**src/rtl/core/hmc_pkg.sv**
```systemverilog
package hmc_pkg;

  localparam int SampleWidth = 32;
  localparam int FracBits    = 16;
  localparam int CfgWidth    = 48;
  localparam int CfgIdxWidth = 3;
  localparam int CoefWidth   = 48;
  localparam int CoefHalf    = CoefWidth / 2;
  localparam int LogWidth    = 21;
  localparam int MantWidth   = 31;
  localparam int PosWidth    = 5;
  localparam int LogRounds   = 16;
  localparam int TWidth      = 17;
  localparam int ProdWidth   = SampleWidth + CoefWidth;

  localparam logic [TWidth-1:0]   TOne      = 17'h10000;
  localparam logic [PosWidth-1:0] FracShift = PosWidth'(FracBits);

  localparam int FlagGradient = 0;
  localparam int FlagLog      = 1;
  localparam int FlagGray     = 2;

  typedef enum logic [CfgIdxWidth-1:0] {
    RegMinValue,
    RegMaxValue,
    RegLinCoef,
    RegLogCoef,
    RegLogMin,
    RegModeFlags,
    RegAlphaLevel,
    RegSolidColor
  } cfg_reg_e;

  typedef struct packed {
    logic [SampleWidth-1:0] min_value;
    logic [SampleWidth-1:0] max_value;
    logic [CoefWidth-1:0]   lin_coef;
    logic [CoefWidth-1:0]   log_coef;
    logic [LogWidth-1:0]    log_min;
    logic [2:0]             mode_flags;
    logic [7:0]             alpha_level;
    logic [31:0]            solid_color;
  } cfg_t;

  typedef struct packed {
    logic                   above;
    logic                   in_range;
    logic                   use_log;
    logic [SampleWidth-1:0] diff;
  } side_t;

  function automatic logic [7:0] level(input logic [TWidth-1:0] x);
    logic [24:0] sum;
    sum = {x, 8'h00} - 25'(x) + 25'd32768;
    return sum[23:16];
  endfunction

endpackage

```
**src/rtl/core/hmc_scale.sv**
```systemverilog
module hmc_scale (
  input  logic                               clk_i,
  input  logic                               rst_ni,
  input  hmc_pkg::cfg_t                      cfg_i,
  input  logic                               valid_i,
  input  logic [hmc_pkg::LogWidth-1:0]       log_i,
  input  hmc_pkg::side_t                     side_i,
  output logic                               valid_o,
  output logic [hmc_pkg::TWidth-1:0]         t_o
);
  import hmc_pkg::*;

  logic signed [LogWidth:0]   d;
  logic                       d_pos;
  logic [SampleWidth-1:0]     a_d;

  logic                       a_vld_q;
  logic [SampleWidth-1:0]     a_q;
  logic                       a_above_q, a_in_range_q, a_log_q;

  logic [CoefWidth-1:0]       coef;
  logic                       p_vld_q;
  logic [SampleWidth+CoefHalf-1:0] plo_q, phi_q;
  logic                       p_above_q, p_in_range_q;

  logic [ProdWidth-1:0]       prod;
  logic [ProdWidth-33:0]      quo;
  logic [TWidth-1:0]          t_d;
  logic                       t_vld_q;
  logic [TWidth-1:0]          t_q;

  assign d     = $signed({log_i[LogWidth-1], log_i}) -
                 $signed({cfg_i.log_min[LogWidth-1], cfg_i.log_min});
  assign d_pos = !d[LogWidth] && (d != '0);

  always_comb begin
    if (side_i.use_log) begin
      a_d = d_pos ? SampleWidth'(d[LogWidth-1:0]) : '0;
    end else begin
      a_d = side_i.diff;
    end
  end

  assign coef = a_log_q ? cfg_i.log_coef : cfg_i.lin_coef;

  assign prod = ProdWidth'(plo_q) + {phi_q, {CoefHalf{1'b0}}};
  assign quo  = prod[ProdWidth-1:32];

  always_comb begin
    if (p_above_q) begin
      t_d = TOne;
    end else if (!p_in_range_q) begin
      t_d = '0;
    end else if (quo > (ProdWidth-32)'(TOne)) begin
      t_d = TOne;
    end else begin
      t_d = quo[TWidth-1:0];
    end
  end

  always_ff @(posedge clk_i or negedge rst_ni) begin
    if (!rst_ni) begin
      a_vld_q <= 1'b0;
      p_vld_q <= 1'b0;
      t_vld_q <= 1'b0;
    end else begin
      a_vld_q <= valid_i;
      p_vld_q <= a_vld_q;
      t_vld_q <= p_vld_q;
    end
  end

  always_ff @(posedge clk_i) begin
    a_q          <= a_d;
    a_above_q    <= side_i.above;
    a_in_range_q <= side_i.in_range;
    a_log_q      <= side_i.use_log;
    plo_q        <= a_q * coef[CoefHalf-1:0];
    phi_q        <= a_q * coef[CoefWidth-1:CoefHalf];
    p_above_q    <= a_above_q;
    p_in_range_q <= a_in_range_q;
    t_q          <= t_d;
  end

  assign valid_o = t_vld_q;
  assign t_o     = t_q;

endmodule

```
**config.mk**
```make
export PLATFORM = sky130hd
export DESIGN_NAME = hmc_scale
export DESIGN_NICKNAME = d
export VERILOG_FILES = /design/src/rtl/core/hmc_pkg.sv /design/src/rtl/core/hmc_scale.sv
export SDC_FILE = /design/constraint.sdc
export NUM_CORES = 2
export LEC_CHECK = 0
export ABC_AREA = 1
export ABC_CLOCK_PERIOD_IN_PS = 16200
export BUFFER_PORTS_ARGS = -buffer_cell sky130_fd_sc_hd__clkbuf_2
export CAP_MARGIN = 20
export CORE_MARGIN = 1.5
export CORE_UTILIZATION = 60
export CTS_CLUSTER_SIZE = 40
export DETAILED_ROUTE_END_ITERATION = 16
export GPL_ROUTABILITY_DRIVEN = 0
export PLACE_DENSITY_LB_ADDON = 0.2
export SLEW_MARGIN = 20
export SYNTH_ARGS = -nofsm -noshare
export SYNTH_HDL_FRONTEND = slang
export SYNTH_SLANG_ARGS = --single-unit
export TNS_END_PERCENT = 5
```
**constraint.sdc**
```tcl
create_clock -name clk_i -period 16.2 [get_ports clk_i]
set_clock_uncertainty 0.05 [all_clocks]
set_input_delay 3.24 -clock clk_i [delete_from_list [all_inputs] [get_ports clk_i]]
set_output_delay 3.24 -clock clk_i [all_outputs]
set_load 0.02 [all_outputs]
```
# [Word level (Yosys, flattened, before mapping)]
# Cells that the tools add are included.
[word_totals] reg_bits=169 memories=0 ramBits=0 latch_bits=0 inputBits=283 wordCells=28 mem_bits_ro=0 output_inout_bits=18
[classes] n_mul=2 reduce_logical=4 magnitude_cmp=1 bitwise_logic=1 div=0 n_shift=0 n_eq_ne=0 n_mux=5 addsub=2
[ops] op="multiplier 32 x 24 -> 56 bit" count=2
[ops] op="adder 56 x 80 -> 80 bit" count=1
[ops] op="> comparator 48 x 17 -> 1 bit, second input constant" count=1
[ops] op="two-way mux 48 bit" count=1
[ops] op="two-way mux 17 bit" count=2
[ops] op="two-way mux 32 bit" count=1
[ops] op="nonzero test 22 bit" count=1
[ops] op="subtractor 21 x 21 -> 22 bit" count=1
[ops] op="two-way mux 21 bit" count=1
[ops] op="OR reduction 3 bit" count=1
[ops] op="logical AND 1 bit" count=1
[ops] op="logical NOT 1 bit" count=1
[ops] op="inverter 1 bit" count=1

# [Longest topological paths before layout]
[depth] depth_word=5 depth_mapped=34 depth_no_buf=32

# [Worst setup path before layout]
# No wires, ideal clock.
[synth_timing] path_kind="input to register" from="input port cfg_i[64] (netlist name)" to="register plo_q[51]" arrival_time_ns=9.343 n_path_buf=2 path_stages=26 setup_ns=0.121 path_slack_ns=6.686 required_time_ns=16.029 cell_sequence="or2_2 -> o21ai_0 -> clkbuf_1 -> clkbuf_1 -> nor2_1 -> fa_1 -> fa_1 -> inv_1 -> fa_1 -> fa_1 -> inv_1 -> fa_1 -> fa_1 -> inv_1 -> fa_1 -> inv_1 -> ha_1 -> a21oi_1 -> inv_1 -> a31oi_1 -> inv_1 -> a21oi_1 -> nand2_1 -> a221oi_1 -> nand2_1 -> xor2_1"
[synth_between] elab_chain_cells=2
[synth_rtl] item="start, declared" line="hmc_scale.sv:4" source="input hmc_pkg::cfg_t cfg_i,"
[synth_rtl] item="two-way mux 48 bit" line="hmc_scale.sv:44" source="assign coef = a_log_q ? cfg_i.log_coef : cfg_i.lin_coef;"
[synth_rtl] item="multiplier 32 x 24 -> 56 bit" line="hmc_scale.sv:78" source="plo_q <= a_q * coef[CoefHalf-1:0];"
[synth_rtl] item="end signal, assigned" line="hmc_scale.sv:78"
[synth_rtl] item="end, declared" line="hmc_scale.sv:23" source="logic [SampleWidth+CoefHalf-1:0] plo_q, phi_q;"
# Every way passes these cells.
# A chain may end at the register's enable or synchronous reset.

# [Worst setup path after layout]
[layout_timing] from="input port cfg_i[122] (netlist name)" to="register plo_q[46]"
# Same word-level chain as after synthesis.

==> summary.md <==
| Metric | Value |
|---|---|
| Status | `finished clean` |
| Synth warn | `0` |
| CTS resizes | `0` |
| Slew @ Worst Pin | `1.200 ns` |
| CTS tree | `built` |
| CP Data Required Time | `16.55 ns` |
| Starting Density | `60.77%` |
| Final hold viol count | `0` |
| Synth area leader | `fa_1` |
| Highest Clock Rate | `95.16 MHz` |
| Global Route Usage Sum | `39.66%` |
| Max Cap Viol | `0` |
| Type of the tightest min-delay check | `reg -> reg` |
| Family with the most delay on the worst path | `adder cells` |
| Post-synthesis cell count | `7601` |
| Period Utilization, post-route | `64.87%` |
| Initial antenna violation count | `6` |
| Area contributors post-synth | `fa_1 (45%), inv_1 (12%), nand2_1 (9.8%)` |
| Die ar. | `0.09853 mm²` |
| Detailed Route Iter0 Violations | `5353` |
| Row count | `113` |
| Ys async rst share | `2.069%` |
| Routed length per instance | `21.17 µm` |
| Synth cell count leaders | `inv_1 (1920), nand2_1 (1521), fa_1 (1316)` |
| Reg clk slew, reported paths | `0.06 ns` |
| Die H | `313.9 µm` |
| First-pass GRT wire length | `294.3 mm` |
| Post-Syn Area per Cell | `7.630 µm²` |
| Core ar. | `0.09544 mm²` |
| Area share of the leading cell type in the synthesized netlist | `45.43%` |
| Routed Antenna Nets | `0` |
| Number of synthesized flops with an enable pin | `0` |
| Worst path max stage delay | `0.82 ns` |
| Post-CTS setup buffers | `0` |
| Remaining Overflow, GRT | `0` |
| Hold buffers post-CTS | `0` |
| Filler cells | `8445` |
| Routed WL | `188.7 mm` |
| Unique masters post-synth | `53` |
| Hpwl dp | `146.8 mm` |
| Sequential Area | `0.002923 mm²` |
| Relative slew slack | `19.90%` |
| Area occupied by multi-input gates | `0.04672 mm²` |
| Num ports | `301` |
| Vias in the first global route | `52770` |
| Sink Count | `145` |
| Count leader, synth | `inv_1` |
| CP max-delay cell | `inv_1` |
| Setup-failing EPs final | `0` |
| H-tree Lvls | `4` |
| Crit path buf inv count | `9` |
| Unrepaired setup endpoints after global routing | `false` |
| Total CTS buffers | `17` |
| Pins Over Slew Limit | `0` |
| Crit start category | `primary input` |
| Worst setup EP type | `register` |
| Area after DPL | `0.06027 mm²` |
| Most used DFF post-synth | `dfxtp_1` |
| Arr. time, crit path | `10.86 ns` |
| DR pass1 iterations | `6` |
| Skew-Pair Late Insertion Delay | `0.50 ns` |
| Via count | `50750` |
| Setup TNS | `0 ns` |
| Register area share after synthesis | `5.031%` |
| Ratio of cells with drive above 1 in the final layout | `6.530%` |
| Nets | `9640` |
| Final Cell Area | `0.06086 mm²` |
| Post-Syn Area | `0.05799 mm²` |
| #FFs+latches synth | `145` |
| WS Path Type | `in -> reg` |
| Vias/cell | `5.695` |
| Crit-path max FO | `23` |
| Syn Nets | `9612` |
| IO buf count | `193` |
| Root Driver | `clkbuf_16` |
| DRC Markers | `0` |
| Layout area overhead | `4.949%` |
| Die Wd | `313.9 µm` |
| Largest net degree at the start of global routing | `50` |
| Worst-case clock buffer depth | `2` |
| Tmin final | `10.51 ns` |
==> sequential cells by signal, indices dropped and copies added, names as in the netlist, 17 cells and up <==
signal,cells
t_o,17
phi_q,56
a_q,32
plo_q,32
==> layout by cell type (no fill, tap or decap), types with 41 or more instances in the layout <==
cell type  synthesis  routed
buf_4              0      93
xnor2_1           41      41
ha_1             412     412
a31oi_1           46      46
xor2_1            68      68
fa_1            1316    1316
dfxtp_1          142     138
inv_1           1920    1912
a21oi_1          199     199
nor2_1          1086    1086
clkbuf_2           0     193
nand2_1         1521    1521
o21ai_0           93      87
nand3_1          139     139
or2_2             84      84
==> metrics by stage <==
step / utilization (%) / hold WS, ns / setup slack [ns] / instances
detailed placement: 63.15 / 0.2697 / 5.305 / 8875
global placement: 63.15 / 0.2643 / 5.385 / 8875
floorplan: - / 0.2596 / 6.686 / 7601
finish: 63.78 / 0.2802 / 5.691 / 8911
global route: 63.77 / 0.2883 / 5.363 / 8907
CTS: 63.77 / 0.2837 / 5.814 / 8907
==> cell families (layout without fill, tap and decap cells) <==
kind of cell,count (synthesis),in the layout,share of synthesized area [%]
AOI/OAI and AO/OA,409,409,3.946
DFF,145,145,5.031
buffers and inverters,2242,2283,14.53
and+or+nand+nor,2966,2966,20.50
muxes,2,2,0.03452
xor gates and xnor gates,109,109,1.646
adders and majority gates,1728,1728,54.32
other,0,4,0
==> layout make-up <==
class / count / area share, %
clock inverters: 14 / 0.2446
repair buffers: 286 / 2.734
flip-flops and latches: 145 / 4.802
diodes: 4 / 0.01645
multi-input cells: 5214 / 76.76
clock buffers: 18 / 0.7216
inverters: 1965 / 12.12
well taps: 1265 / 2.600
==> final timing paths <==
path,slack [ns],cells after the start,startpoint,to
worst max-delay path,5.69,26,cfg_i[122],plo_q[46]$_DFF_P_
worst min-delay path,0.28,0,a_in_range_q$_DFF_P_,p_in_range_q$_DFF_P_
worst max register to register,6.72,29,a_log_q$_DFF_P_,plo_q[25]$_DFF_P_
worst min register to register,0.28,0,a_in_range_q$_DFF_P_,p_in_range_q$_DFF_P_
max in group asynchronous,13.51,1,rst_ni,p_vld_q$_DFF_PN0_
min in group asynchronous,2.48,1,rst_ni,valid_o$_DFF_PN0_
==> routing by layer <==
metal	GRT usage [%]	up-vias	share of wire (%)
met1	49.78	24600	36
met5	0	-	0.031
met4	21.93	8	7.3
li1	-	21900	-
met2	59.67	3416	42
met3	14.37	826	15
==> worst register-to-register path, delay by kind of cell, from the launching register on <==
kind                     cells  cell delay [ns]
AO/OA/AOI/OAI                6             1.22
flip-flops                   1             0.31
XOR/XNOR                     1             0.45
adder cells (fa/ha/maj)      8             3.76
AND/OR/NAND/NOR              3             0.73
buffers and inverters       11             2.82
Power is not shown: default switching activity piles up to over one toggle a cycle in this logic, so the estimate is an artifact.
