[src/rtl/core/hmc_pkg.sv]
package hmc_pkg;

  localparam int SampleWidth = 32;
  localparam int FracBits    = 16;
  localparam int CfgWidth    = 48;
  localparam int CfgIdxWidth = 3;
  localparam int CoefWidth   = 48;
  localparam int CoefHalf    = CoefWidth / 2;
  localparam int LogWidth    = 21;
  localparam int MantWidth   = 31;
  localparam int PosWidth    = 5;
  localparam int LogRounds   = 16;
  localparam int TWidth      = 17;
  localparam int ProdWidth   = SampleWidth + CoefWidth;

  localparam logic [TWidth-1:0]   TOne      = 17'h10000;
  localparam logic [PosWidth-1:0] FracShift = PosWidth'(FracBits);

  localparam int FlagGradient = 0;
  localparam int FlagLog      = 1;
  localparam int FlagGray     = 2;

  typedef enum logic [CfgIdxWidth-1:0] {
    RegMinValue,
    RegMaxValue,
    RegLinCoef,
    RegLogCoef,
    RegLogMin,
    RegModeFlags,
    RegAlphaLevel,
    RegSolidColor
  } cfg_reg_e;

  typedef struct packed {
    logic [SampleWidth-1:0] min_value;
    logic [SampleWidth-1:0] max_value;
    logic [CoefWidth-1:0]   lin_coef;
    logic [CoefWidth-1:0]   log_coef;
    logic [LogWidth-1:0]    log_min;
    logic [2:0]             mode_flags;
    logic [7:0]             alpha_level;
    logic [31:0]            solid_color;
  } cfg_t;

  typedef struct packed {
    logic                   above;
    logic                   in_range;
    logic                   use_log;
    logic [SampleWidth-1:0] diff;
  } side_t;

  function automatic logic [7:0] level(input logic [TWidth-1:0] x);
    logic [24:0] sum;
    sum = {x, 8'h00} - 25'(x) + 25'd32768;
    return sum[23:16];
  endfunction

endpackage

[src/rtl/core/hmc_cfg.sv]
module hmc_cfg (
  input  logic                                clk_i,
  input  logic                                rst_ni,
  input  logic                                cfg_we_i,
  input  logic [hmc_pkg::CfgIdxWidth-1:0]     cfg_idx_i,
  input  logic [hmc_pkg::CfgWidth-1:0]        cfg_wdata_i,
  output hmc_pkg::cfg_t                       cfg_o
);
  import hmc_pkg::*;

  cfg_t cfg_q, cfg_d;

  always_comb begin
    cfg_d = cfg_q;
    if (cfg_we_i) begin
      unique case (cfg_reg_e'(cfg_idx_i))
        RegMinValue:   cfg_d.min_value   = cfg_wdata_i[SampleWidth-1:0];
        RegMaxValue:   cfg_d.max_value   = cfg_wdata_i[SampleWidth-1:0];
        RegLinCoef:    cfg_d.lin_coef    = cfg_wdata_i[CoefWidth-1:0];
        RegLogCoef:    cfg_d.log_coef    = cfg_wdata_i[CoefWidth-1:0];
        RegLogMin:     cfg_d.log_min     = cfg_wdata_i[LogWidth-1:0];
        RegModeFlags:  cfg_d.mode_flags  = cfg_wdata_i[2:0];
        RegAlphaLevel: cfg_d.alpha_level = cfg_wdata_i[7:0];
        RegSolidColor: cfg_d.solid_color = cfg_wdata_i[31:0];
        default:       cfg_d = cfg_q;
      endcase
    end
  end

  always_ff @(posedge clk_i or negedge rst_ni) begin
    if (!rst_ni) begin
      cfg_q <= '{min_value:   '0,
                 max_value:   '0,
                 lin_coef:    '0,
                 log_coef:    '0,
                 log_min:     '0,
                 mode_flags:  '0,
                 alpha_level: 8'hFF,
                 solid_color: 32'hFF0000FF};
    end else begin
      cfg_q <= cfg_d;
    end
  end

  assign cfg_o = cfg_q;

endmodule

[config.mk]
export PLATFORM = sky130hd
export DESIGN_NAME = hmc_cfg
export DESIGN_NICKNAME = d
export VERILOG_FILES = /design/src/rtl/core/hmc_pkg.sv /design/src/rtl/core/hmc_cfg.sv
export SDC_FILE = /design/constraint.sdc
export NUM_CORES = 1
export LEC_CHECK = 0
export BUFFER_PORTS_ARGS = -buffer_cell sky130_fd_sc_hd__clkbuf_2
export CAP_MARGIN = 20
export CORE_MARGIN = 2
export CORE_UTILIZATION = 25
export DETAILED_ROUTE_END_ITERATION = 8
export PLACE_DENSITY = 0.51
export SLEW_MARGIN = 20
export SYNTH_ARGS = -nofsm -noshare
export SYNTH_HDL_FRONTEND = slang
export SYNTH_SLANG_ARGS = --single-unit
[constraint.sdc]
create_clock -name clk_i -period 1.7 [get_ports clk_i]
set_clock_uncertainty 0.05 [all_clocks]
set_input_delay 0.34 -clock clk_i [delete_from_list [all_inputs] [get_ports clk_i]]
set_output_delay 0.34 -clock clk_i [all_outputs]
set_load 0.05 [all_outputs]
* Word-level counts from Yosys, hierarchy flattened
Index checks and enable logic that the tools add are counted.
Storage, ports and cells: word-level logic and storage cells 24, output and inout port bits 224, bits in registers 224
Operators by class: equal/unequal tests 7, reduce and logical (&&, ||, !) cells 9
Operator list (count):
- 2-bit AND reduction | 8
- 3-bit == test (second input constant) | 4
- 3-bit by 2-bit == test with 1-bit output (second input constant) | 2
- 3-bit by 1-bit == test with 1-bit output (second input constant) | 1
- 3-bit zero test | 1

* Longest topological paths before layout
Gate-level depths: netlist of the first run.
depth after elaboration 2, mapped depth 5

* Least setup slack after synthesis of the first run
No wires, ideal clock.
kind input -> register, start point input port cfg_idx_i[2] in the netlist's numbering, end point register cfg_q, in the netlist cfg_o[149], slack 0.111 ns, data required time 1.525 ns, cell stages on the path 5, arrival 1.415 ns, buffers on the path 3, cell sequence buf_2 and4bb_1 buf_4 buf_6 mux2_2
Between the ends: cells in the longest elaborated chain, start to end 2
Ends and longest elaborated chain:
- from (decl) | RTL line hmc_cfg.sv:5 | input logic [hmc_pkg::CfgIdxWidth-1:0] cfg_idx_i,
- 3-bit by 2-bit == test with 1-bit output | RTL line hmc_cfg.sv:16 | unique case (cfg_reg_e'(cfg_idx_i))
- 2-bit AND reduction (no source line)
- to (signal assigned) | RTL line hmc_cfg.sv:32 | cfg_q <= '{min_value: '0,
- to (signal assigned) | RTL line hmc_cfg.sv:41 | cfg_q <= cfg_d;
- to (decl) | RTL line hmc_cfg.sv:11 | cfg_t cfg_q, cfg_d;
No other way between the ends. A chain may end at the register's enable or synchronous reset.

* Worst setup path in the final report of the first run
start point register cfg_q, in the netlist cfg_o[29], end point output port cfg_o[29] in the netlist's numbering
RTL lines:
- to (decl) | RTL line hmc_cfg.sv:7 | output hmc_pkg::cfg_t cfg_o
No word-level cell between the ends.

==> impl_metrics.json, run 1 <==
{
  "finalHoldViolCount": 0,
  "synth_top_flop_cell": "dfrtp_1",
  "finalWorstPathRequiredPeriod_ps": 1650,
  "synth_edf_count": 0,
  "die_y_um": 187,
  "cts-root-buf": "clkbuf_16",
  "port-buffer-count": 277,
  "crit_buf_inv": 1,
  "synthesis.area_um2": 8400,
  "tightestPinTransition_ps": 424,
  "reg2reg_depth": 1,
  "ys_top_cells_by_count": "mux2_2 (214), dfrtp_1 (200), dfstp_2 (24), buf_2 (16), mux2_1 (10)",
  "post-route-period-util_pct": 96.9,
  "grt.overflow.total": 0,
  "min_to": "cfg_o[158]",
  "synthTopCellsByArea": "dfrtp_1 (60%), mux2_2 (29%), dfstp_2 (7.5%)",
  "finish.utilization_pct": 34.9,
  "setup_violations": 0,
  "ys_ff_latch": 224,
  "row_count": 67,
  "synth.top_cell.area_share_pct": 59.6,
  "min_path_cells": 2,
  "pre_cts_slack_ps": -60.1,
  "start_kind": "flip-flop",
  "largest_reg_flops": 224,
  "path_max_fanout": 2,
  "min-delay-start": "cfg_wdata_i[46]",
  "cts.sink_count": 224,
  "cp_top_family": "flip-flops",
  "clk_pin_slew_worst_paths_ps": 60,
  "diodes": 0,
  "critPathSlowestCell": "dfstp_2",
  "vias_per_cell": 4.15,
  "antenna_found_initial": 0,
  "r2r_start": "cfg_o[158]",
  "cts_setup_buffers": 0,
  "nFillCells": 3272,
  "status": "finished clean",
  "nNetsFinal": 856,
  "r2r_slack_ps": 850,
  "hpwl_um": 15700,
  "syn2layout_area_growth_pct": 38.5,
  "core_um2": 33300,
  "dieArea_um2": 35100,
  "drtAntennaViolNets": 0,
  "synth_most_common_cell": "mux2_2",
  "die-width_um": 187,
  "cts_buffer_depth": 3,
  "detail_route.wirelength_um": 22400,
  "synth_area_per_cell_um2": 17.5,
  "required_ps": 1310,
  "synth.yosys.seq_area_share_pct": 67.1,
  "wl_per_cell_um": 17.7,
  "synthDistinctLibCells": 13,
  "holdCritPathClass": "primary input to flip-flop",
  "ios": 278,
  "grt_start_max_net_pins": 50,
  "clk-insertion-delay-late_ps": 520,
  "grt_pass1_vias": 5615,
  "drive_above_1_share_pct": 70.7,
  "synth_top_area_cell": "dfrtp_1",
  "crit_path_end_kind": "output port",
  "syn_inst": 480,
  "htree_num_levels": 1,
  "start_util_pct": 25.2,
  "cts_tree": "yes",
  "cap_violations": 0,
  "synthArstFlopShare_pct": 100,
  "critPathMaxStageDelay_ps": 520,
  "pwr_density_cell_nw_per_um2": 1710,
  "p_leak_nw": 5.44,
  "yosysWarningCount": 0,
  "synth_nets": 534,
  "rsz0062_at_grt": "no",
  "cts_buffers": 26,
  "drt_iter0_markers": 153,
  "drc": 0,
  "max-vdd-ir-drop_mv": 0.849,
  "grt_usage_pct": 12.8,
  "grt_pass1_wl_um": 35100,
  "cp.arrival_ps": 1260,
  "fin_ws_ps": 53.3,
  "vias": 5269,
  "gp_congestion": 0.721,
  "r2r-end": "cfg_o[158]",
  "fmax_ghz": 0.607,
  "relSlewSlack_pct": 71.7,
  "path_cells": "clkbuf_4",
  "report.final.slew_viol_count": 0,
  "crit_type": "flip-flop to output port",
  "dr.pass1.iters": 4
}
==> metrics by stage <==
stage                     area (um^2)  hold slack (ps)  TNS (ps)  power [W]  std cells
after detailed placement        10500              244     -1590     0.0145       1208
after floorplan                  8400            -5.59         0     0.0126        480
final                           11600             29.4         0     0.0199       1270
after global placement          10500              247      -152     0.0145       1208
after CTS                       11600             1.31         0     0.0202       1270
after global routing            11600             11.2         0     0.0208       1270
==> layout by cell type, fill, tap and decap left out <==
cell type and instances:
clkbuf_2 252, mux2_2 214, dfrtp_1 200, buf_4 29, clkbuf_16 27, dfstp_2 24
clkbuf_8 14, dlygate4sd3_1 14, clkbuf_1 13, mux2_1 10, buf_12 9, nand4b_1 3
and4bb_2 2, clkinv_2 2, clkbuf_4 2, nor4b_4 1, nor4bb_4 1, nand4_1 1
inv_6 1, clkinvlp_4 1, bufinv_16 1, buf_8 1
==> repair_timing <==
item,4_1_cts,5_1_grt
hold buffers,14,0
hold endpoints to repair,57,0
endpoints found under the setup margin,24,11
gates resized for setup,35,11
==> how the worst max path moves through the flow <==
stage,slack [ps],cells after the start,start,to
floorplan,110,5,cfg_idx_i[2],cfg_o[149]
global placement,-10,4,cfg_idx_i[1],cfg_o[185]
detailed placement,-60,4,cfg_idx_i[1],cfg_o[186]
CTS,0.5,1,cfg_o[37],cfg_o[37]
global route,0.2,1,cfg_o[30],cfg_o[30]
finish,50,1,cfg_o[29],cfg_o[29]
==> logic make-up after synthesis <==
group	share of synthesized area [%]
mux	30.0
simple gates	1.09
buf+inv	1.76
flops	67.1
==> layout make-up <==
type	instances	area, um^2	share of cell area [%]
multi-input cells	232	2630	22.6
flip-flops and latches	224	5640	48.5
repair buffers	318	1980	17.0
clock buffers	43	766	6.59
well taps	448	561	4.82
clock inverters	5	56.3	0.484
==> where the power goes <==
| part | switching, W | total (W) | internal (W) | leakage (nW) |
|---|---|---|---|---|
| combinational | 0.00543 | 0.00730 | 0.00187 | 2.39 |
| sequential | 0.000604 | 0.00721 | 0.00660 | 2.65 |
| clock | 0.00216 | 0.00537 | 0.00321 | 0.396 |
| total | 0.00819 | 0.0199 | 0.0117 | 5.44 |
==> layer usage <==
metal	up-vias	GRT usage (%)	wire (um)
met2	171	21.0	10700
met1	2712	16.3	9590
met3	32	4.24	1790
li1	2354	-	-
met5	-	0	0
met4	0	2.93	391
(Power assumes the default switching activity.)
==> run 2: changes to the inputs <==
Clock period 1.7 ns to 1.79 ns, I/O delays scaled along.
==> run 2 against run 1 <==
Compared with the run above: power fell by 3.2%; via count fell by 0.68%; combinational power fell by 7.0%; sequential share of layout area rose by 0.47 points; flip-flop and latch count did not move; die area did not move; non-clock buffer count fell by 14; clock power rose by 5.0%; register-to-register slack improved by 100 ps; wire length fell by 0.85%; critical path depth did not move; core utilization fell by 0.33 points; largest cell class unchanged.
==> impl_metrics.json, run 2 (same netlist as run 1, synthesis figures left out) <==
{
  "critPathMaxStageDelay_ps": 530,
  "nNetsFinal": 842,
  "gp_congestion": 0.718,
  "syn2layout_area_growth_pct": 37.1,
  "p_leak_nw": 5.41,
  "drive_above_1_share_pct": 72.4,
  "core_um2": 33300,
  "relSlewSlack_pct": 74.3,
  "crit_path_end_kind": "output port",
  "grt_start_max_net_pins": 65,
  "mostFrequentLayoutCell": "clkbuf_2",
  "cts_buffer_depth": 3,
  "cts-root-buf": "clkbuf_16",
  "finalHoldViolCount": 0,
  "vias": 5233,
  "diodes": 0,
  "ios": 278,
  "grt_pass1_wl_um": 35400,
  "cts_buffers": 26,
  "clk_pin_slew_worst_paths_ps": 60,
  "max-vdd-ir-drop_mv": 0.846,
  "final_cell_mix": "clkbuf_2 (267), mux2_2 (214), dfrtp_1 (200), clkbuf_16 (27), dfstp_2 (24)",
  "tightestPinTransition_ps": 385,
  "critPathSlowestCell": "dfstp_2",
  "cts.sink_count": 224,
  "die-width_um": 187,
  "cts_tree": "yes",
  "clk-insertion-delay-late_ps": 520,
  "crit_type": "flip-flop to output port",
  "report.final.slew_viol_count": 0,
  "wl_per_cell_um": 17.7,
  "post-route-period-util_pct": 97.2,
  "row_count": 67,
  "fmax_ghz": 0.574,
  "power.total_w": 0.0193,
  "detail_route.wirelength_um": 22300,
  "die_y_um": 187,
  "setup_violations": 0,
  "grt_usage_pct": 12.9,
  "grt.overflow.total": 0,
  "cp_top_family": "flip-flops",
  "drtAntennaViolNets": 0,
  "largest_reg_flops": 224,
  "required_ps": 1380,
  "cp.arrival_ps": 1330,
  "pwr_density_cell_nw_per_um2": 1670,
  "hpwl_um": 15500,
  "path_max_fanout": 2,
  "tns_ps": 0,
  "rsz0062_at_grt": "no",
  "vias_per_cell": 4.17,
  "antenna_found_initial": 0,
  "port-buffer-count": 277,
  "holdCritPathClass": "primary input to flip-flop",
  "status": "finished clean",
  "start_util_pct": 25.2,
  "finalWorstPathRequiredPeriod_ps": 1740,
  "drt_iter0_markers": 161,
  "drc": 0,
  "start_kind": "flip-flop",
  "grt_pass1_vias": 5558,
  "dr.pass1.iters": 3,
  "dieArea_um2": 35100,
  "crit_buf_inv": 1,
  "cap_violations": 0,
  "htree_num_levels": 1,
  "path_cells": "clkbuf_2"
}
-- run 2: repair_timing --
action,in CTS,in global routing
setup endpoints to repair,1,8
hold buffers,5,0
setup buffers,0,0
pin swaps,0,0
hold endpoints to repair,157,0
resized for setup,1,9
-- run 2: path summary, 6_finish.rpt --
check,startpoint,end,slack (ps),depth (start not counted)
max in group asynchronous,rst_ni,cfg_o[24],780,3
hold reg to reg,cfg_o[158],cfg_o[158],430,1
setup / recovery,cfg_o[36],cfg_o[36],50,1
min in group asynchronous,rst_ni,cfg_o[155],240,2
setup reg to reg,cfg_o[157],cfg_o[157],950,1
hold / removal,cfg_wdata_i[47],cfg_o[111],30,2
-- run 2: through the flow --
step                instances  util [%]  setup WS (ps)  hold WS [ps]  cell area, um^2
floorplan                 480         -            183          12.4             8400
finish                   1256      34.6           49.3          29.0            11500
global placement         1203      31.6           41.7           176            10500
CTS                      1256      34.6           3.15         0.881            11500
global route             1256      34.6           3.75          15.9            11500
detailed placement       1203      31.6           4.99           175            10500
-- run 2: power breakdown --
group	switching, W	internal (W)
Combinational	0.00514	0.00164
Clock	0.00210	0.00354
Sequential	0.000561	0.00627
-- run 2: metal layers --
metal	part of all wire (%)	GRT usage, %	up-vias
li1	-	-	2336
met1	43	16.9	2691
met2	47	20.5	172
met3	7.9	4.17	34
met4	1.9	3.21	0
met5	0	0	-
-- run 2: area by class of cell --
| class | instances | area [um^2] |
|---|---|---|
| timing repair buffer | 304 | 1750 |
| tap | 448 | 561 |
| multi-input combinational | 232 | 2630 |
| fill | 3332 | 21800 |
| sequential | 224 | 5640 |
| clock buffer | 43 | 856 |
| clock inverter | 5 | 81.3 |
