### src/rtl/core/hmc_pkg.sv
package hmc_pkg;

  localparam int SampleWidth = 32;
  localparam int FracBits    = 16;
  localparam int CfgWidth    = 48;
  localparam int CfgIdxWidth = 3;
  localparam int CoefWidth   = 48;
  localparam int CoefHalf    = CoefWidth / 2;
  localparam int LogWidth    = 21;
  localparam int MantWidth   = 31;
  localparam int PosWidth    = 5;
  localparam int LogRounds   = 16;
  localparam int TWidth      = 17;
  localparam int ProdWidth   = SampleWidth + CoefWidth;

  localparam logic [TWidth-1:0]   TOne      = 17'h10000;
  localparam logic [PosWidth-1:0] FracShift = PosWidth'(FracBits);

  localparam int FlagGradient = 0;
  localparam int FlagLog      = 1;
  localparam int FlagGray     = 2;

  typedef enum logic [CfgIdxWidth-1:0] {
    RegMinValue,
    RegMaxValue,
    RegLinCoef,
    RegLogCoef,
    RegLogMin,
    RegModeFlags,
    RegAlphaLevel,
    RegSolidColor
  } cfg_reg_e;

  typedef struct packed {
    logic [SampleWidth-1:0] min_value;
    logic [SampleWidth-1:0] max_value;
    logic [CoefWidth-1:0]   lin_coef;
    logic [CoefWidth-1:0]   log_coef;
    logic [LogWidth-1:0]    log_min;
    logic [2:0]             mode_flags;
    logic [7:0]             alpha_level;
    logic [31:0]            solid_color;
  } cfg_t;

  typedef struct packed {
    logic                   above;
    logic                   in_range;
    logic                   use_log;
    logic [SampleWidth-1:0] diff;
  } side_t;

  function automatic logic [7:0] level(input logic [TWidth-1:0] x);
    logic [24:0] sum;
    sum = {x, 8'h00} - 25'(x) + 25'd32768;
    return sum[23:16];
  endfunction

endpackage

### src/rtl/core/hmc_color.sv
module hmc_color (
  input  logic                           clk_i,
  input  logic                           rst_ni,
  input  hmc_pkg::cfg_t                  cfg_i,
  input  logic                           valid_i,
  input  logic [hmc_pkg::TWidth-1:0]     t_i,
  output logic                           valid_o,
  output logic [7:0]                     red_o,
  output logic [7:0]                     green_o,
  output logic [7:0]                     blue_o,
  output logic [7:0]                     alpha_out_o
);
  import hmc_pkg::*;

  logic [TWidth+1:0] h6;
  logic [15:0]       f;
  logic [TWidth-1:0] fx, r, g, b;
  logic [7:0]        red_d, green_d, blue_d, alpha_d;
  logic              valid_q;
  logic [7:0]        red_q, green_q, blue_q, alpha_q;

  assign h6 = {TOne - t_i, 2'b00};
  assign f  = h6[15:0];
  assign fx = TWidth'(f);

  always_comb begin
    if (cfg_i.mode_flags[FlagGray]) begin
      r = t_i;
      g = t_i;
      b = t_i;
    end else begin
      case (h6[TWidth+1:16])
        3'd0: begin
          r = TOne;       g = fx;         b = '0;
        end
        3'd1: begin
          r = TOne - fx;  g = TOne;       b = '0;
        end
        3'd2: begin
          r = '0;         g = TOne;       b = fx;
        end
        3'd3: begin
          r = '0;         g = TOne - fx;  b = TOne;
        end
        default: begin
          r = '0;         g = '0;         b = TOne;
        end
      endcase
    end
  end

  always_comb begin
    if (cfg_i.mode_flags[FlagGradient]) begin
      red_d   = level(r);
      green_d = level(g);
      blue_d  = level(b);
      alpha_d = cfg_i.alpha_level;
    end else begin
      red_d   = cfg_i.solid_color[31:24];
      green_d = cfg_i.solid_color[23:16];
      blue_d  = cfg_i.solid_color[15:8];
      alpha_d = cfg_i.solid_color[7:0];
    end
  end

  always_ff @(posedge clk_i or negedge rst_ni) begin
    if (!rst_ni) begin
      valid_q <= 1'b0;
    end else begin
      valid_q <= valid_i;
    end
  end

  always_ff @(posedge clk_i) begin
    red_q   <= red_d;
    green_q <= green_d;
    blue_q  <= blue_d;
    alpha_q <= alpha_d;
  end

  assign valid_o     = valid_q;
  assign red_o       = red_q;
  assign green_o     = green_q;
  assign blue_o      = blue_q;
  assign alpha_out_o = alpha_q;

endmodule

### config.mk
export PLATFORM = sky130hd
export DESIGN_NAME = hmc_color
export DESIGN_NICKNAME = d
export VERILOG_FILES = /design/src/rtl/core/hmc_pkg.sv /design/src/rtl/core/hmc_color.sv
export SDC_FILE = /design/constraint.sdc
export NUM_CORES = 1
export LEC_CHECK = 0
export BUFFER_PORTS_ARGS = -buffer_cell sky130_fd_sc_hd__buf_4
export CORE_AREA = 2 2 108 110
export CTS_CLUSTER_DIAMETER = 30
export CTS_CLUSTER_SIZE = 8
export DETAILED_ROUTE_END_ITERATION = 8
export DIE_AREA = 0 0 110 112
export PLACE_DENSITY_LB_ADDON = 0.05
export SLEW_MARGIN = 0
export SYNTH_ARGS = -nofsm -noshare
export SYNTH_HDL_FRONTEND = slang
export SYNTH_SLANG_ARGS = --single-unit
### constraint.sdc
create_clock -name clk_i -period 0.8 [get_ports clk_i]
set_input_delay 0.08 -clock clk_i [delete_from_list [all_inputs] [get_ports clk_i]]
set_output_delay 0.08 -clock clk_i [all_outputs]
set_load 0.03 [all_outputs]
After elaboration in Yosys (flattened, before gate mapping). Index checks and enable logic that the tools add are counted.

Flip-flop bits (word level): 33. Logic and storage cells: 29.

Add/sub/neg operators: 8. Reductions and logical operators: 3. Multiplexer cells: 10. Eq/ne operators: 3.

Operator list (number): $add 24x16->24 const B (3); $sub 24x17->24 (3); $pmux 17 s2 (2); $mux 17 (3); $pmux 17 s3 (1); $mux 8 (4); $sub 17x16->17 const A (1); $sub 17x17->17 const A (1); $eq 3x2->1 const B (2); $reduce_or 2->1 (2); $eq 3x1->1 const B (1); $logic_not 3->1 (1).

Longest topological paths before layout. Gate-level depths: netlist (run 1).

Word-level depth: 8. Depth in mapped cells: 25.

Least setup slack after synthesis (run 1). OpenSTA, ideal clock, no wires.

Path type: in2reg. Start: input t_i[4] (netlist bit). End: register red_q[5], in the netlist red_o[5]. Stages: 22. Arrival: 4831 ps. Buffers on the path: 2. Data required time: 665 ps. Setup time: 135 ps. Path slack: -4166 ps. Cell sequence: buf_6 or4_4 or4_1 buf_6 mux2i_4 nor3_1 nand2_1 nand2_1 inv_1 ha_1 ha_1 a21o_1 a21o_1 a21o_1 a21o_1 a21oi_1 o221ai_1 a21oi_1 o21ai_0 o31a_1 xnor2_1 mux2i_1.

Longest elaborated chain between the ends: 7. Elaborated cells on any way between the ends: 9.

Ends and longest elaborated chain: start: declaration (line hmc_color.sv:6) `input logic [hmc_pkg::TWidth-1:0] t_i,`; $sub 17x17->17 (line hmc_color.sv:22) `assign h6 = {TOne - t_i, 2'b00};`; $sub 17x16->17 (tied with other cells) (line hmc_color.sv:37) `r = TOne - fx; g = TOne; b = '0;`; $pmux 17 s2 (line hmc_color.sv:32) `case (h6[TWidth+1:16])`; $mux 17 * (line hmc_color.sv:27) `if (cfg_i.mode_flags[FlagGray]) begin`; $sub 24x17->24 * (line hmc_pkg.sv:54) `sum = {x, 8'h00} - 25'(x) + 25'd32768;`; $add 24x16->24 * (line hmc_pkg.sv:54); $mux 8 * (line hmc_color.sv:53) `if (cfg_i.mode_flags[FlagGradient]) begin`; named net red_d[5] (line hmc_color.sv:18) `logic [7:0] red_d, green_d, blue_d, alpha_d;`; end signal: assignment (line hmc_color.sv:75) `red_q <= red_d;`; end: declaration (line hmc_color.sv:20) `logic [7:0] red_q, green_q, blue_q, alpha_q;`.

The timed path passes the listed nets; every way through them passes the cells marked *.

Worst setup path after layout (run 1).
Start: input t_i[12] (netlist bit). End: register blue_q[5], in the netlist blue_o[5].

Longest elaborated chain between the ends: 8. Elaborated cells on any way between the ends: 10.

Ends and longest elaborated chain: $sub 17x17->17 (line hmc_color.sv:22); $eq 3x1->1 or $logic_not 3->1 (tied branches) (line hmc_color.sv:32); $reduce_or 2->1 (no source line); $pmux 17 s2 (line hmc_color.sv:32); $mux 17 * (line hmc_color.sv:27); $sub 24x17->24 * (line hmc_pkg.sv:54); $add 24x16->24 * (line hmc_pkg.sv:54); $mux 8 * (line hmc_color.sv:53); named net blue_d[5] (line hmc_color.sv:18); end signal: assignment (line hmc_color.sv:77) `blue_q <= blue_d;`; end: declaration (line hmc_color.sv:20).

Marked as above.

==> flow_summary.ini, run 1 <==
[outcome]
status = finished with violations
violations = setup timing

[clocking]
cts.clk_slew.worst_paths_ns = 0.06
clock_sinks = 33
h-tree-depth = 2
cts-root-buf = clkbuf_16
numCtsBuffers = 5
clock_path_buffers = 2
cts_tree = built

[timing]
slew_headroom = 0.605
period_needed_ns = 4.52
setup_viol = 57
layout_setup_ws_ns = -3.72
rsz0062_at_grt = yes
finalHoldViolCount = 0
fmax_mhz = 221
worst_pin_slew_ns = 0.577
fin_crit_sh = 5.65
final.setup.tns_ns = -84.87
drv_slew = 0
holdWs_ns = 0.0144

[pwr]
peakVddDrop_uv = 1290
total_power_mw = 10.7
powerDensity_mw_per_mm2 = 1230
leakage_nw = 4.14

[setup_path]
worstSetupStartpoint = t_i[12]
cp-start-kind = input port
crit_type = in -> reg
crit_end = blue_o[5]$_DFF_P_
cp_max_fo = 8
cp_slowest_cell = or4_4
max_stage_delay_ns = 0.55
cp.arrival_ns = 4.70
endpoint_kind = register
worstPathRequired_ns = 0.98
crit_chain = buf_6 > or4_4 > or4_4 > buf_6 > nor3_4 > a21oi_4 > nor3_4 > buf_12 > nand2_2 > nand2_4 > inv_2 > ha_4 > ha_4 > a21o_1 > a21oi_2 > nor2b_2 > o41ai_4 > a21boi_2 > o211ai_2 > buf_4 > nand3b_1 > a21oi_2 > xnor2_2 > mux2_4

[place]
dp_hpwl_um = 14200
gp_congestion = 0.909
io_buffers = 94
dp_cells = 978
pre_cts_ws_ns = -4.28

[logic_synthesis]
syn_nets = 847
syn_avg_cell_area_um2 = 7.97
ys_seq_area_frac = 0.156
synth_edf_count = 0
synth_area_leaders = ha_1, dfxtp_1, mux2_2, xnor2_1, nand2_1
synth_common_cells = ha_1, nand2_1, inv_1
synth_top_area_share = 0.203
synthArstFlopShare = 0.0303
ys_ff_latch = 33
synth_most_common_cell = ha_1
ys_warn_count = 0
synth-main-ff-cell = dfxtp_1
syn-cell-area_mm2 = 0.00426
synth_cell_types = 68
yosysTopAreaCell = ha_1
synthCells = 534

[drt]
num_vias = 5524
wl_um = 19000
vias_per_cell = 5.28
drtIter0Drc = 362
route.detailed.wl_per_inst_um = 18.1
drc = 0
dr.pass1.iters = 5
ant_nets = 0

[worst_hold_path]
min-delay-path-class = in -> reg
holdCritStartpoint = cfg_i[13]

[die]
dieArea_mm2 = 0.0123
core_mm2 = 0.0112
die_w_um = 110
start_util = 0.381
pin_count = 277
die_h_um = 112
rows = 39

[layout]
nNetsFinal = 1215
drive_above_1_share = 0.660
multi_input_area_mm2 = 0.00443
fin_cells = 1046
filler_cell_count = 770
seqCellArea_um2 = 726
area_growth_pct = 105
diodes = 0

[grt]
gr-total-overflow = 0
grt_pass1_vias = 5487
grt_pass1_wl_um = 27600
grt_use_total = 0.294
antenna_found_initial = 0
grt_max_degree = 17

[job]
maxCapViolCount = 0
## report_power, final
group          switching, mW  internal [mW]  total, mW
combinational           3.03           3.51       6.55
sequential             0.262           2.02       2.28
clock                  0.770           1.14       1.91
## cells by family (layout without fill, tap and decap cells)
group | Yosys count | count (layout) | synth area share
flops | 33 | 33 | 0.156
xor+xnor | 41 | 41 | 0.0876
buf+inv | 58 | 427 | 0.0550
mux | 35 | 35 | 0.0967
compound gates | 126 | 126 | 0.200
simple gates | 172 | 172 | 0.202
fa+ha+maj | 69 | 69 | 0.203
## stage by stage
stage	instance area [µm²]	utilization
global placement	7020	0.628
finish	8740	0.782
floorplan	4540	-
detailed placement	7020	0.628
CTS	8000	0.716
global route	8740	0.782
## placed cells by master (no fill, tap or decap), drive strengths merged, types with 8 or more instances in the layout
| cell | synthesis | final |
|---|---|---|
| a211oi | 8 | 8 |
| a21o | 15 | 15 |
| a21oi | 27 | 27 |
| buf | 3 | 375 |
| dfxtp | 32 | 32 |
| ha | 69 | 69 |
| inv | 42 | 41 |
| mux2 | 26 | 26 |
| mux2i | 9 | 9 |
| nand2 | 54 | 54 |
| nand4 | 10 | 10 |
| nor2 | 37 | 37 |
| nor3 | 13 | 13 |
| o21ai | 29 | 29 |
| or3 | 8 | 8 |
| xnor2 | 26 | 26 |
| xor2 | 14 | 14 |
## flip-flops by register name, summed over array words and instances, names as in the netlist
name / count
alpha_out_o: 8
blue_o: 8
green_o: 8
red_o: 8
valid_o: 1
## final cells by class
class / instances / area share
inverter: 42 / 0.0188
clock inverter: 3 / 0.00200
clock buffer: 5 / 0.0143
timing repair buffer: 377 / 0.354
tap: 143 / 0.0205
multi-input combinational: 443 / 0.507
sequential: 33 / 0.0831
## worst min path at each step
stage          cells after the start  slack [ns]                end
2_1_floorplan                      0       -0.22  valid_o$_DFF_PN0_
3_3_place_gp                       1       -0.14  valid_o$_DFF_PN0_
3_5_place_dp                       1       -0.14  valid_o$_DFF_PN0_
4_1_cts                            2       0.008  blue_o[5]$_DFF_P_
5_1_grt                            2        0.02   red_o[4]$_DFF_P_
6_report                           2        0.01  blue_o[5]$_DFF_P_
## timing repair
| action | in CTS | in global routing |
|---|---|---|
| resized for setup | 137 | 111 |
| setup endpoints to repair | 57 | 57 |
| pin swaps | 54 | 69 |
| hold buffers | 2 | 0 |
| setup buffers | 43 | 23 |
| endpoints found under the hold margin | 2 | 0 |
## worst max-delay path, delay by kind of cell
family,cells,cell delay [ns]
AO/OA/AOI/OAI,7,1.40
XOR/XNOR,1,0.12
buffers and inverters,5,0.62
AND/OR/NAND/NOR,8,1.72
multiplexers,1,0.26
adder cells (fa/ha/maj),2,0.47
## per-layer routing
| layer | global-route usage | part of all wire | vias up |
|---|---|---|---|
| met3 | 0.0568 | 0.070 | 45 |
| met4 | 0.0937 | 0.038 | 0 |
| li1 | - | - | 2677 |
| met5 | 0 | 0 | - |
| met1 | 0.370 | 0.41 | 2598 |
| met2 | 0.497 | 0.48 | 204 |
Note: power is estimated with default switching activity, not from simulation.
==> run 2, diff against run 1 <==
PLACE_DENSITY = 0.79   (was default)
PLACE_DENSITY_LB_ADDON = default   (was 0.05)
==> flow_summary.ini, run 2 (synthesis results as in run 1) <==
[outcome]
status = finished with violations
violations = setup timing

[grt]
gr-total-overflow = 0
grt_pass1_wl_um = 30700
grt_use_total = 0.319
grt_pass1_vias = 6302
antenna_found_initial = 0
grt_max_degree = 18

[layout]
area_growth_pct = 109
finish.utilization = 0.797
drive_above_1_share = 0.689
final_cell_mix = buf_4, buf_6, ha_1
diodes = 0
nNetsFinal = 1227
fin_area_mm2 = 0.00891
final_common_cell = buf_4

[timing]
worst_pin_slew_ns = 0.694
finalHoldViolCount = 0
holdWs_ns = 0.0144
slew_headroom = 0.536
rsz0062_at_grt = yes
fin_crit_sh = 6.07
drv_slew = 0
layout_setup_ws_ns = -4.06
period_needed_ns = 4.86
setup_viol = 54
fmax_mhz = 206

[clocking]
clock_path_buffers = 2
numCtsBuffers = 5
cts.clk_slew.worst_paths_ns = 0.06
h-tree-depth = 2
cts_tree = built
cts-root-buf = clkbuf_16
clock_sinks = 33

[pwr]
power_frac_seq = 0.184
leakage_nw = 4.24
p_comb_frac = 0.637
powerDensity_mw_per_mm2 = 1310
peakVddDrop_uv = 2350
power.share.clock = 0.179
switchingPower_mw = 4.58
p_sw_frac = 0.393
internal_power_mw = 7.09

[die]
core_mm2 = 0.0112
dieArea_mm2 = 0.0123
die_h_um = 112
die_w_um = 110
start_util = 0.381
pin_count = 277
rows = 39

[setup_path]
crit_type = in -> reg
cp.arrival_ns = 5.00
endpoint_kind = register
cp-start-kind = input port
worstPathRequired_ns = 0.94
cp_max_fo = 5

[place]
io_buffers = 94
dp_hpwl_um = 13600
gp_congestion = 0.938
place_area_mm2 = 0.00692

[drt]
wl_um = 25400
vias_per_cell = 6.05
ant_nets = 0
num_vias = 6401
dr.pass1.iters = 5
drtIter0Drc = 743
route.detailed.wl_per_inst_um = 24.0
drc = 0

[job]
maxCapViolCount = 0

[worst_hold_path]
min-delay-path-class = in -> reg
==> run 2: path summary, 6_finish.rpt <==
path | end | slack (ns) | cells after the start | start
hold / removal | alpha_out_o[7]$_DFF_P_ | 0.01 | 2 | cfg_i[7]
max in group asynchronous | valid_o$_DFF_PN0_ | 0.61 | 2 | rst_ni
setup / recovery | green_o[7]$_DFF_P_ | -4.06 | 23 | t_i[3]
min in group asynchronous | valid_o$_DFF_PN0_ | 0.11 | 2 | rst_ni
==> run 2: area by class of cell <==
type / instances / area [µm²]
timing repair buffer: 389 / 3190
clock buffer: 7 / 153
multi-input combinational: 443 / 4510
fill: 617 / 2260
clock inverter: 1 / 5.00
inverter: 42 / 171
tap: 143 / 179
sequential: 33 / 706
==> run 2: timing repair <==
| action | CTS | global route |
|---|---|---|
| pin swaps | 67 | 83 |
| buffers inserted | 67 | 25 |
| endpoints found under the hold margin | 2 | 0 |
| gates resized for setup | 151 | 111 |
| endpoints found under the setup margin | 57 | 57 |
| hold buffers | 2 | 0 |
==> run 2: worst max-delay path, cell delays in order <==
cell and delay, ns:
buf_6 0.10, or4_4 0.58, or3_4 0.36, buf_4 0.15
nor2_1 0.20, nand3_1 0.19, a211oi_2 0.35, xor2_2 0.24
nor2_2 0.08, a221oi_2 0.26, inv_1 0.16, ha_4 0.32
inv_4 0.04, ha_4 0.28, nand2_4 0.06, nor2_4 0.12
o2111a_1 0.19, nor4bb_4 0.23, a21oi_2 0.13, a211o_1 0.33
and4_1 0.20, o211ai_1 0.19, o311ai_1 0.15
==> run 2: routing by layer <==
layer / vias to the layer above / wire (µm) / GRT usage
met1: 2953 / 8470 / 0.346
met3: 221 / 2540 / 0.0720
met5: - / 0 / 0
met2: 533 / 12000 / 0.569
li1: 2694 / - / -
met4: 0 / 2380 / 0.159
==> run 2: power groups by stage <==
stage | clock, mW | sequential [mW] | combinational (mW)
floorplan | 0 | 2.63 | 2.18
global placement | 0 | 2.05 | 4.98
global route | 2.18 | 2.16 | 7.72
CTS | 2.05 | 2.13 | 6.09
detailed placement | 0 | 2.06 | 5.14
finish | 2.09 | 2.15 | 7.43
==> run 2: through the flow <==
step                setup WS [ns]  std cells  TNS, ns  power, mW
global route                -4.16       1058   -92.56       12.1
global placement            -3.99        963   -90.02       7.03
floorplan                   -3.63        534   -80.59       4.82
detailed placement          -4.11        963   -92.85       7.20
finish                      -4.06       1058   -89.45       11.7
CTS                         -3.60       1038   -82.35       10.3
==> run 3, diff against run 2 <==
PLACE_DENSITY = default   (was 0.79)
PLACE_DENSITY_LB_ADDON = 0.2   (was default)
==> flow_summary.ini, run 3 (synthesis results as in run 1) <==
[outcome]
status = finished with violations
violations = setup timing

[die]
die_h_um = 112
dieArea_mm2 = 0.0123
rows = 39
start_util = 0.381
die_w_um = 110
core_mm2 = 0.0112
pin_count = 277

[job]
maxCapViolCount = 0

[grt]
gr-total-overflow = 0
grt_use_total = 0.292
grt_pass1_vias = 5599
antenna_found_initial = 0
grt_pass1_wl_um = 27600
grt_max_degree = 16

[drt]
drtIter0Drc = 267
num_vias = 5482
vias_per_cell = 5.35
ant_nets = 0
route.detailed.wl_per_inst_um = 18.5
drc = 0
dr.pass1.iters = 5
wl_um = 19000

[timing]
worst_pin_slew_ns = 0.545
rsz0062_at_grt = yes
holdWs_ns = 0.0217
drv_slew = 0
fin_crit_sh = 5.66
finalHoldViolCount = 0
period_needed_ns = 4.53
layout_setup_ws_ns = -3.73
fmax_mhz = 221
slew_headroom = 0.633
setup_viol = 46

[layout]
final_common_cell = buf_4
finish.utilization = 0.761
area_growth_pct = 99.7
diodes = 0
filler_cell_count = 784
drive_above_1_share = 0.654
final_cell_mix = buf_4, buf_6, ha_1
nNetsFinal = 1193

[setup_path]
worstPathRequired_ns = 0.96
cp_max_fo = 6
cp.arrival_ns = 4.70
cp-start-kind = input port
endpoint_kind = register
crit_type = in -> reg

[worst_hold_path]
min-delay-path-class = in -> reg
holdCritStartpoint = cfg_i[23]
min_delay_path_depth = 3
worstHoldEndpoint = green_o[7]$_DFF_P_

[pwr]
peakVddDrop_uv = 1520
leakage_nw = 4.03
total_power_mw = 10.7
powerDensity_mw_per_mm2 = 1260

[place]
gp_congestion = 1.01
pre_cts_ws_ns = -4.27
dp_hpwl_um = 14200
io_buffers = 94

[clocking]
h-tree-depth = 2
cts_tree = built
numCtsBuffers = 5
clock_sinks = 33
clock_path_buffers = 2
cts.clk_slew.worst_paths_ns = 0.06
cts-root-buf = clkbuf_16
[run 3: what timing repair did]
action                                  CTS  global route
hold buffers                              2             0
pin swaps                                73            64
endpoints found under the setup margin   57            57
buffers inserted                         31            17
gates resized for setup                 166            73
endpoints found under the hold margin     2             0
[run 3: worst max-delay path by stage]
stage,from,to,slack [ns],depth (start not counted)
2_1_floorplan,t_i[2],green_o[7]$_DFF_P_,-3.63,18
3_3_place_gp,t_i[3],green_o[5]$_DFF_P_,-4.18,25
3_5_place_dp,t_i[3],green_o[7]$_DFF_P_,-4.27,24
4_1_cts,t_i[4],green_o[7]$_DFF_P_,-3.63,23
5_1_grt,t_i[4],green_o[7]$_DFF_P_,-3.95,19
6_report,t_i[4],blue_o[7]$_DFF_P_,-3.73,21
[run 3: critical path: stages]
cell      delay, ns
buf_6          0.09
or4_4          0.55
or4_4          0.57
buf_6          0.16
mux2i_4        0.25
nand2_4        0.12
nor2_2         0.14
nor2_2         0.06
ha_1           0.29
ha_1           0.33
nand4_1        0.15
buf_4          0.13
buf_4          0.10
nor2_2         0.05
o41ai_2        0.36
a21boi_1       0.17
o211ai_2       0.28
a31oi_2        0.16
a21oi_2        0.15
xnor3_1        0.25
mux2_4         0.27
[run 3: per-stage QoR]
stage	cell area (µm²)	std cells	setup TNS, ns
global route	8500	1024	-90.21
global placement	7000	973	-93.43
floorplan	4540	534	-80.59
CTS	8020	1012	-83.03
detailed placement	7000	973	-95.50
finish	8500	1024	-85.41
[run 3: report_power, final]
part / switching (mW) / leakage (nW) / internal [mW]
clock: 0.761 / 0.0696 / 1.14
combinational: 3.11 / 3.68 / 3.48
sequential: 0.185 / 0.282 / 2.00
total: 4.06 / 4.03 / 6.63
[run 3: final cells by class]
class | instances | area (µm²) | share of cell area
repair buffers | 355 | 2900 | 0.341
clock buffers | 5 | 125 | 0.0147
well taps | 143 | 179 | 0.0210
multi-input cells | 443 | 4400 | 0.518
clock inverters | 3 | 17.5 | 0.00206
inverters | 42 | 171 | 0.0202
flip-flops and latches | 33 | 709 | 0.0834
[run 3: layer usage]
layer	GRT usage	part of all wire
met1	0.348	0.40
met2	0.531	0.51
met3	0.0433	0.048
met4	0.0852	0.035
met5	0	0
